$ cat config.mk
export PLATFORM = sky130hd
export DESIGN_NAME = cdr_pi_loop_filter_core
export DESIGN_NICKNAME = d
export VERILOG_FILES = /design/src/rtl/cpilf_pkg.sv /design/src/rtl/cdr_pi_loop_filter_core.sv
export SDC_FILE = /design/constraint.sdc
export NUM_CORES = 2
export LEC_CHECK = 0
export BUFFER_PORTS_ARGS = -buffer_cell sky130_fd_sc_hd__buf_2
export CORE_ASPECT_RATIO = 1.2
export CORE_MARGIN = 2
export CORE_UTILIZATION = 34
export CTS_CLUSTER_DIAMETER = 30
export CTS_CLUSTER_SIZE = 28
export DETAILED_ROUTE_END_ITERATION = 12
export PLACE_DENSITY_LB_ADDON = 0.3
export REMOVE_ABC_BUFFERS = 1
export SLEW_MARGIN = 20
export SYNTH_ARGS = -nofsm -noshare
export SYNTH_HDL_FRONTEND = slang
export SYNTH_SLANG_ARGS = --single-unit
export TNS_END_PERCENT = 5
$ cat constraint.sdc
create_clock -name clk -period 18.41 [get_ports clk]
set_input_delay 0 -clock clk [delete_from_list [all_inputs] [get_ports clk]]
set_output_delay 0 -clock clk [all_outputs]
set_load 0.05 [all_outputs]
$ cat src/rtl/cpilf_pkg.sv
package cpilf_pkg;

  // Stream widths, padded to whole bytes
  localparam int IN_W  = 40;
  localparam int OUT_W = 56;

  // Input item layout
  localparam int IN_MODE_LO = 0;
  localparam int IN_ERR_LO  = 2;
  localparam int IN_AMP_LO  = 18;

  // Result item layout
  localparam int OUT_CMD_LO    = 0;
  localparam int OUT_TICK_LO   = 16;
  localparam int OUT_FROZEN_BIT = 48;

  localparam int CFG_IDX_W  = 4;
  localparam int CFG_DATA_W = 16;

  // Amplitude window, Q2.14: 0.01 and 2.0
  localparam logic [15:0] AMP_MIN = 16'd164;
  localparam logic [15:0] AMP_MAX = 16'd32768;

  // Gain fraction bits (Q4.12)
  localparam logic [4:0] GAIN_FRAC = 5'd12;

  typedef enum logic [1:0] {
    MODE_IDLE    = 2'd0,
    MODE_ADAPT_A = 2'd1,
    MODE_ADAPT_B = 2'd2,
    MODE_HOLD    = 2'd3
  } run_mode_t;

  typedef enum logic [CFG_IDX_W-1:0] {
    REG_PROP_GAIN       = 4'd0,
    REG_INT_GAIN_DT     = 4'd1,
    REG_PHASE_LIMIT     = 4'd2,
    REG_STEP_SHIFT      = 4'd3,
    REG_LOOP_ENABLE     = 4'd4,
    REG_WINDUP_GUARD    = 4'd5,
    REG_FREEZE_ON_FAULT = 4'd6,
    REG_START_PHASE     = 4'd7
  } cfg_reg_t;

endpackage

$ cat src/rtl/cdr_pi_loop_filter_core.sv
// PI phase loop filter for a CDR loop, with command clamp, anti-windup,
// quantization and sticky fault freeze.
//
// s_* : one update tick per item. s_tdata = run_mode, phase err, amplitude.
// m_* : one result per tick: phase_command, tick_count, frozen.
// cfg : register writes (index, data); always ready. Write only while idle.
//
// One item per cycle unless m_tready stalls. Stages: input register, product
// register, result register; m_tvalid rises as an item enters the last. The
// two gain multiplies sit in the second stage; the integrator, clamp and
// rounding update runs in the last stage, so the loop state closes in it.
//
// Reset (rst, synchronous) loads the register defaults, clears integrator,
// tick counter and freeze flag, sets the command to zero and empties
// the pipeline. When m_tready is low the result register holds; stages behind
// it keep filling until each holds an item, then s_tready drops.
module cdr_pi_loop_filter_core (
  input  logic                               clk,
  input  logic                               rst,
  input  logic                               s_tvalid,
  output logic                               s_tready,
  // [1:0] run_mode, [17:2] phase err, [33:18] amplitude, rest zero
  input  logic [cpilf_pkg::IN_W-1:0]         s_tdata,
  output logic                               m_tvalid,
  input  logic                               m_tready,
  // [15:0] phase_command, [47:16] tick_count, [48] frozen, rest zero
  output logic [cpilf_pkg::OUT_W-1:0]        m_tdata,
  input  logic                               cfg_valid,
  output logic                               cfg_ready,
  input  logic [cpilf_pkg::CFG_IDX_W-1:0]    cfg_index,
  input  logic [cpilf_pkg::CFG_DATA_W-1:0]   cfg_data
);
  import cpilf_pkg::*;

  // Configuration
  logic [15:0]        prop_gain;
  logic [15:0]        int_gain_dt;
  logic [14:0]        phase_limit;
  logic [3:0]         step_shift;
  logic               loop_enable;
  logic               windup_guard;
  logic               freeze_on_fault;

  // Loop state
  logic signed [31:0] integrator;
  logic signed [15:0] command_reg;
  logic               freeze_reg;
  logic [31:0]        tick_counter;

  // Pipeline
  logic               v1, v2, v3;
  logic               en1, en2, en3;
  run_mode_t          mode1;
  logic signed [15:0] err1;
  logic [15:0]        amp1;

  logic               go2, fault2, upd2;
  logic signed [32:0] p2, di2;

  logic signed [15:0] cmd3;
  logic [31:0]        tick3;
  logic               frozen3;

  // Stage 2 combinational
  logic signed [32:0] p_prod, di_prod;
  logic signed [16:0] err_ext;
  logic [16:0]        err_mag;
  logic               fault_seen;

  // Stage 3 combinational
  logic               step;
  logic signed [33:0] sum_i;
  logic signed [31:0] cand;
  logic signed [34:0] cmd_raw, bound;
  logic               clamped, neg;
  logic [26:0]        cmd_mag;
  logic [4:0]         sh;
  logic [27:0]        half, rnd, q, rq;
  logic signed [15:0] cmd_q;
  logic signed [31:0] integrator_next;
  logic signed [15:0] command_next;
  logic               freeze_next;
  logic [31:0]        tick_next;

  assign cfg_ready = 1'b1;

  assign en3      = !v3 || m_tready;
  assign en2      = !v2 || en3;
  assign en1      = !v1 || en2;
  assign s_tready = en1;
  assign step     = en3 && v2;

  assign m_tvalid = v3;
  assign m_tdata  = {7'd0, frozen3, tick3, cmd3};

  // ---- stage 2: products and fault check ----
  assign p_prod  = $signed({1'b0, prop_gain}) * err1;
  assign di_prod = $signed({1'b0, int_gain_dt}) * err1;
  assign err_ext = {err1[15], err1};
  assign err_mag = err1[15] ? 17'(-err_ext) : 17'(err_ext);
  assign fault_seen = (amp1 < AMP_MIN) || (amp1 > AMP_MAX) ||
                      (err_mag > {1'b0, phase_limit, 1'b0});

  // ---- stage 3: loop update ----
  always_comb begin
    sum_i = $signed({{2{integrator[31]}}, integrator}) + $signed({di2[32], di2});
    if (sum_i[33:31] == 3'b000 || sum_i[33:31] == 3'b111) begin
      cand = sum_i[31:0];
    end else if (sum_i[33]) begin
      cand = 32'sh8000_0000;
    end else begin
      cand = 32'sh7fff_ffff;
    end

    cmd_raw = $signed({{3{cand[31]}}, cand}) + $signed({{2{p2[32]}}, p2});
    bound   = $signed({8'd0, phase_limit, 12'd0});
    clamped = (cmd_raw > bound) || (cmd_raw < -bound);
    neg     = cmd_raw[34];
    if (clamped) begin
      cmd_mag = {phase_limit, 12'd0};
    end else if (neg) begin
      cmd_mag = 27'(-cmd_raw);
    end else begin
      cmd_mag = cmd_raw[26:0];
    end

    // round half away from zero to a multiple of 2^step_shift
    sh   = GAIN_FRAC + {1'b0, step_shift};
    half = 28'd1 << (sh - 5'd1);
    rnd  = {1'b0, cmd_mag} + half;
    q    = rnd >> sh;
    rq   = q << step_shift;
    if (neg) begin
      cmd_q = (rq > 28'd32768) ? 16'sh8000 : 16'(28'd0 - rq);
    end else begin
      cmd_q = (rq > 28'd32767) ? 16'sh7fff : rq[15:0];
    end

    integrator_next = integrator;
    command_next    = command_reg;
    freeze_next     = freeze_reg;
    tick_next       = tick_counter;
    if (go2 && !freeze_reg) begin
      if (fault2) begin
        freeze_next = 1'b1;
      end else begin
        if (upd2) begin
          command_next = cmd_q;
          if (!(clamped && windup_guard)) begin
            integrator_next = cand;
          end
        end
        tick_next = tick_counter + 32'd1;
      end
    end
  end

  // ---- pipeline valids ----
  always_ff @(posedge clk) begin
    if (rst) begin
      v1 <= 1'b0;
      v2 <= 1'b0;
      v3 <= 1'b0;
    end else begin
      if (en1) v1 <= s_tvalid;
      if (en2) v2 <= v1;
      if (en3) v3 <= v2;
    end
  end

  // ---- pipeline payload ----
  always_ff @(posedge clk) begin
    if (en1 && s_tvalid) begin
      mode1 <= run_mode_t'(s_tdata[IN_MODE_LO +: 2]);
      err1  <= s_tdata[IN_ERR_LO +: 16];
      amp1  <= s_tdata[IN_AMP_LO +: 16];
    end
    if (en2 && v1) begin
      go2    <= (mode1 != MODE_HOLD);
      fault2 <= freeze_on_fault && fault_seen;
      upd2   <= loop_enable && (mode1 == MODE_ADAPT_A || mode1 == MODE_ADAPT_B);
      p2     <= p_prod;
      di2    <= di_prod;
    end
    if (step) begin
      cmd3    <= command_next;
      tick3   <= tick_next;
      frozen3 <= freeze_next;
    end
  end

  // ---- loop state and configuration ----
  always_ff @(posedge clk) begin
    if (rst) begin
      prop_gain       <= 16'd4096;
      int_gain_dt     <= 16'd64;
      phase_limit     <= 15'd16384;
      step_shift      <= 4'd6;
      loop_enable     <= 1'b1;
      windup_guard    <= 1'b1;
      freeze_on_fault <= 1'b1;
      integrator      <= 32'sd0;
      command_reg     <= 16'sd0;
      freeze_reg      <= 1'b0;
      tick_counter    <= 32'd0;
    end else begin
      if (step) begin
        integrator   <= integrator_next;
        command_reg  <= command_next;
        freeze_reg   <= freeze_next;
        tick_counter <= tick_next;
      end
      if (cfg_valid) begin
        case (cfg_reg_t'(cfg_index))
          REG_PROP_GAIN:       prop_gain       <= cfg_data;
          REG_INT_GAIN_DT:     int_gain_dt     <= cfg_data;
          REG_PHASE_LIMIT:     phase_limit     <= cfg_data[14:0];
          REG_STEP_SHIFT:      step_shift      <= cfg_data[3:0];
          REG_LOOP_ENABLE:     loop_enable     <= cfg_data[0];
          REG_WINDUP_GUARD:    windup_guard    <= cfg_data[0];
          REG_FREEZE_ON_FAULT: freeze_on_fault <= cfg_data[0];
          REG_START_PHASE: begin
            // start_phase presets the live command
            command_reg <= cfg_data;
          end
          default: ;
        endcase
      end
    end
  end

endmodule

=== Word-level counts from Yosys, hierarchy flattened ===
Cells that the tools add are included.

* Register bits: 290
* Bits in latches: 0
* Bits of input ports: 65
* Bits in writable memories: 0
* Memory bits (read-only): 0
* Output and inout bits: 59
* Word-level logic and storage cells: 107
* Memories: 0

* $mul: 2
* Reductions and logical operators: 29
* $lt $le $gt $ge: 7
* Bitwise gates (word level): 2
* Add/subtract/negate cells: 10
* Muxes and demuxes: 18
* Eq/ne operators: 11
* Divide/modulo/power cells: 0
* Shift operators: 3

{| class="wikitable"
|+ Operator list
! kind !! number
|-
| $mux W16 || 9
|-
| $mux W32 || 4
|-
| $add A32 B33 Y34 || 2
|-
| $mul A17 B16 Y33 || 2
|-
| $mux W27 || 2
|-
| $lt A34 B35 Y1 || 1
|-
| $neg A27 Y35 || 1
|-
| $gt A34 B28 Y1 || 1
|-
| $add A32 B1 Y32 const B || 1
|-
| $add A27 B28 Y28 || 1
|-
| $gt A28 B15 Y1 const B || 1
|-
| $gt A28 B16 Y1 const B || 1
|-
| $shl A1 B5 Y28 const A || 1
|-
| $shl A28 B4 Y28 || 1
|-
| $shr A28 B5 Y28 || 1
|-
| $neg A27 Y27 || 1
|-
| $gt A17 B16 Y1 || 1
|-
| $mux W17 || 1
|-
| $neg A16 Y17 || 1
|-
| $eq A4 B3 Y1 const B || 4
|-
| $gt A16 B16 Y1 const B || 1
|-
| $lt A16 B8 Y1 const B || 1
|-
| $sub A1 B16 Y16 const A || 1
|-
| $reduce_and A2 Y1 || 7
|-
| other kinds (16) || 35
|}

=== Logic depth before layout (Yosys ltp) ===
* Word-level depth: 20
* Depth in mapped cells: 67
* Gate-level depth less buffers: 62

=== Worst setup path after synthesis ===
OpenSTA, ideal clock, no wires.

* Path type: register -> register
* From: register di2[0]
* To: register cmd3[10] (data pin)
* Setup time: 0.260 ns
* Required time: 18.150 ns
* Path buffers: 7
* Stages on the path, launching flop included: 62
* Data arrival time: 13.310 ns
* Setup slack: 4.840 ns
* Period minus slack after synthesis: 13.570 ns
* Cell sequence: edfxtp_1 -> ha_1 -> fa_1 -> a211oi_2 -> nor2_1 -> o41a_1 -> a22oi_1 -> a21oi_1 -> and4_4 -> o41ai_4 -> a21oi_2 -> a21oi_2 -> a21boi_2 -> a211o_1 -> or4b_2 -> nand3_1 -> buf_1 -> nor2_1 -> [... 26 more ...] -> a21oi_1 -> ha_1 -> clkbuf_1 -> a21o_1 -> a31o_2 -> o22a_1 -> or2_2 -> o211ai_1 -> nor2_1 -> a2111oi_0 -> o21ai_1 -> a31oi_2 -> o211ai_2 -> o22ai_2 -> nand3_1 -> mux2_2 -> o22a_1 -> mux2_2

* Cells in the longest elaborated chain, start to end: 17
* Elaborated cells between the ends (all ways): 25
* Classes of those cells: add/sub (5); order compare (4); eq/ne (1); shift (2); mux (10); reduce/logical (3)

{| class="wikitable"
|+ Ends and longest elaborated chain
! what !! line !! source
|-
| from (decl) || cdr_pi_loop_filter_core.sv:58 || <nowiki>logic signed [32:0] p2, di2;</nowiki>
|-
| from (signal assigned) || cdr_pi_loop_filter_core.sv:183 || <nowiki>di2 <= di_prod;</nowiki>
|-
| $add A32 B33 Y34 (*) || cdr_pi_loop_filter_core.sv:106 || <nowiki>sum_i = $signed({{2{integrator[31]}}, integrator}) + $signed({di2[32], di2});</nowiki>
|-
| $eq A3 B3 Y1 or $logic_not A3 Y1 (tied branches) || cdr_pi_loop_filter_core.sv:107 || <nowiki>if (sum_i[33:31] == 3'b000 || sum_i[33:31] == 3'b111) begin</nowiki>
|-
| $logic_or A1 B1 Y1 || cdr_pi_loop_filter_core.sv:107 ||
|-
| $mux W32 (*) || cdr_pi_loop_filter_core.sv:107 ||
|-
| named net cand[9] || cdr_pi_loop_filter_core.sv:73 || <nowiki>logic signed [31:0] cand;</nowiki>
|-
| $add A32 B33 Y34 (*) || cdr_pi_loop_filter_core.sv:115 || <nowiki>cmd_raw = $signed({{3{cand[31]}}, cand}) + $signed({{2{p2[32]}}, p2});</nowiki>
|-
| $neg A27 Y27 (tied with other cells) || cdr_pi_loop_filter_core.sv:122 || <nowiki>cmd_mag = 27'(-cmd_raw);</nowiki>
|-
| $mux W27 or $logic_or A1 B1 Y1 (tied branches) || cdr_pi_loop_filter_core.sv:121, cdr_pi_loop_filter_core.sv:117 ||
|-
| [... 3 more ...] || - ||
|-
| $shl A28 B4 Y28 || cdr_pi_loop_filter_core.sv:132 || <nowiki>rq = q << step_shift;</nowiki>
|-
| $gt A28 B15 Y1 (tied with other cells) || cdr_pi_loop_filter_core.sv:136 || <nowiki>cmd_q = (rq > 28'd32767) ? 16'sh7fff : rq[15:0];</nowiki>
|-
| $mux W16, on equally long branches || cdr_pi_loop_filter_core.sv:136, cdr_pi_loop_filter_core.sv:134 ||
|-
| $mux W16 (*) || cdr_pi_loop_filter_core.sv:133 || <nowiki>if (neg) begin</nowiki>
|-
| $mux W16 (*) || cdr_pi_loop_filter_core.sv:147 || <nowiki>if (upd2) begin</nowiki>
|-
| $mux W16 (*) || cdr_pi_loop_filter_core.sv:144 || <nowiki>if (fault2) begin</nowiki>
|-
| $mux W16 (*) || cdr_pi_loop_filter_core.sv:143 || <nowiki>if (go2 && !freeze_reg) begin</nowiki>
|-
| named net command_next[10] || cdr_pi_loop_filter_core.sv:81 || <nowiki>logic signed [15:0] command_next;</nowiki>
|-
| to (signal assigned) || cdr_pi_loop_filter_core.sv:186 || <nowiki>cmd3 <= command_next;</nowiki>
|-
| to (decl) || cdr_pi_loop_filter_core.sv:60 || <nowiki>logic signed [15:0] cmd3;</nowiki>
|}

The timed path passes the listed nets; every way through them passes the cells marked *.
A chain may end at the register's enable or synchronous reset.

=== Worst setup path in the final report ===
* From: register di2[0]
* To: register cmd3[1] (data pin)

Same word-level chain as after synthesis.

==> impl_results.md <==
- Seq/Total Area, Yosys: 19.3%
- Antenna violations before repair: 2
- Largest net degree at the start of global routing: 78
- Fin area: 43100 um^2
- Initial DRT Pass Iterations: 7
- #FFs+latches synth: 290
- Initial Utilization: 34.2%
- FFs w/ async S/R, synth: 0%
- Worst path max stage delay: 0.76 ns
- # clock sinks: 290
- Most frequent cell after synthesis: nand2_1
- Slew margin rel.: 28.7%
- WL/cell: 18.7 um
- CP Class: flop to flop
- Vias: 31400
- Drt drc: 0
- # nets final: 5291
- Final min period: 16.67 ns
- Hold depth: 2
- Top-Level Pins: 124
- Register area: 7330 um^2
- Fin. Hold Viols: 0
- Highest clock rate: 0.0600 GHz
- Biggest regs: di2: 33 flops, p2: 33 flops
- Chip height: 370 um
- Crit start category: flop
- Setup crit end kind: flop
- DP Area: 40000 um^2
- Crit path top cell by count: a21oi_1
- Initial DRC count: 2093
- Unique masters post-synth: 117
- Commonest cells in the netlist: 537 x nand2_1, 516 x inv_1, 393 x ha_1, 390 x fa_1, 315 x nor2_1
- Diode count: 0
- Die width: 309 um
- Max_cap viols: 0
- Reg clk slew, reported paths: 0.05 ns
- Die ar.: 114000 um^2
- Final std cells w/o fill: 5998
- Placed cells: 5808
- Top post-synthesis cells by area: fa_1 21%, ha_1 13%, edfxtp_1 12%
- Unrepaired setup endpoints after global routing: no
- Clock root cell: clkbuf_16
- Vias in the first global route: 31400
- CTS tree: done
- Mapped Cells: 4351
- Worst-case reg-to-reg path depth: 59
- Reg2reg start: di2[0]$_DFFE_PP_
- Ys Warns: 0
- Core area: 111000 um^2
- Ys flop type: edfxtp_1
- Tightest Pin Transition: 1.07 ns
- Worst hold slack: 0.0878 ns
- Layout cells sized above 1: 8.86%
- Reg-to-reg endpoint: cmd3[1]$_DFFE_PP_
- Pwr dens: 76.2 nW/um^2
- Number of fillers in the final layout: 11400
- Htree depth: 3
- Fin crit share: 90.6%
- Detailed-route vias per instance: 5.24
- Hold endpoint: amp1[7]$_DFFE_PP_
- Grt total ovfl: 0
- Post-CTS repair timing setup buffer count: 0
- Num CTS Buffers: 72
- Setup Viol. Count Final: 0
- First-pass GRT wire length: 176000 um
- Clock Latency Late Sink: 0.62 ns
- HP Class: input pin to flop
- Post-Route WL: 112000 um
- Row count: 134
- Maximum root-to-sink buffer count: 3
- Syn avg cell area: 8.73 um^2
- Fin. max-slew vios: 0
- Run status: completed
- Antenna-violating nets left: 0
- Layout area overhead: 13.3%
- Critical path peak fanout: 26
- Reg2reg setup slack: 1.74 ns
- Min-Delay Startpoint: s_tdata[25]
- Synthesized area: 38000 um^2
- CP max stage cell: o211ai_1
- Area leader, netlist: fa_1
- Multi-input combinational cell area: 27900 um^2
- Leak: 0.0197 uW
- Routability congestion estimate from global placement: 0.911
- Setup Skew: 0.0249 ns
- Post-synth EDFFs: 152
- # port buffers: 109
- Setup TNS Final: 0 ns
- Worst Path Arrival: 17.04 ns
- Yosys top cell area share: 20.5%
- Worst Path Required: 18.78 ns
- Global Route Usage Sum: 19.7%
- HPWL after DPL: 84000 um
- VDD IR max: 0.0646 mV
-- layout make-up --
| type | instances | area share (%) |
|---|---|---|
| Clock buffer | 81 | 4.36 |
| Clock inverter | 52 | 1.36 |
| Inverter | 520 | 4.53 |
| Multi-Input combinational cell | 3337 | 64.8 |
| Sequential cell | 290 | 17.0 |
| Tap cell | 1496 | 4.35 |
| Timing Repair Buffer | 222 | 3.57 |
-- cells in the final DEF, fill, tap and decap left out, types with 51 or more instances in the layout --
master / count
clkbuf_16: 74
nand2_1: 537
nor2_1: 315
buf_4: 57
a21o_1: 51
nand3_1: 99
xnor2_1: 125
o21ai_0: 97
a21oi_1: 190
nor3_1: 85
and2_1: 229
buf_2: 108
edfxtp_1: 152
inv_1: 515
ha_1: 393
nand2b_1: 52
dfxtp_1: 138
fa_1: 390
dlygate4sd3_1: 57
xor2_1: 96
-- worst max-delay path by stage --
stage,startpoint,end,slack [ns],cells after the start
floorplan,di2[0]$_DFFE_PP_,cmd3[10]$_DFFE_PP_,3.56,54
global placement,di2[0]$_DFFE_PP_,cmd3[1]$_DFFE_PP_,2.30,59
detailed placement,di2[0]$_DFFE_PP_,cmd3[1]$_DFFE_PP_,2.11,59
CTS,di2[0]$_DFFE_PP_,cmd3[1]$_DFFE_PP_,2.05,59
global route,di2[0]$_DFFE_PP_,cmd3[1]$_DFFE_PP_,0.93,58
finish,di2[0]$_DFFE_PP_,cmd3[1]$_DFFE_PP_,1.74,59
-- metrics by stage --
stage,util [%],setup slack (ns),total power (uW)
after floorplan,-,3.56,1660
after global placement,36.1,2.30,1980
after detailed placement,36.1,2.11,1990
after CTS,38.8,2.05,3300
after global routing,38.8,0.932,3490
final,38.8,1.74,3280
-- power breakdown --
| group | internal (uW) | switching, uW |
|---|---|---|
| clock network | 842 | 433 |
| logic | 475 | 784 |
| registers | 729 | 19.6 |
-- what timing repair did --
action / CTS / global route
endpoints found under the setup margin: 0 / 0
resized for setup: 0 / 0
hold endpoints to repair: 139 / 0
hold buffers: 57 / 0
-- worst max-delay path: cells and delay by family (launching register included) --
family | cells | cell delay, ns
flops | 1 | 0.36
fa+ha+maj | 6 | 1.97
simple gates | 14 | 4.18
buf+inv | 2 | 0.38
xor+xnor | 1 | 0.42
compound gates | 36 | 9.08
-- per-layer routing --
metal / routed length (um) / vias up / global-route usage [%]
met4: 4070 / 0 / 6.86
met5: 0 / - / 0
li1: - / 14800 / -
met3: 4920 / 193 / 1.96
met1: 46900 / 15600 / 24.8
met2: 56300 / 825 / 34.8
-- kinds of logic after synthesis --
kind of cell	Yosys count	share of synthesized area, %
flip-flops	290	19.3
adder cells (fa/ha/maj)	784	33.5
other	2	0.0198
AO/OA/AOI/OAI	729	13.8
AND/OR/NAND/NOR	1540	19.6
buffers and inverters	740	7.53
XOR/XNOR	221	5.09
multiplexers	45	1.23
Power figures use the tool's default switching activity.
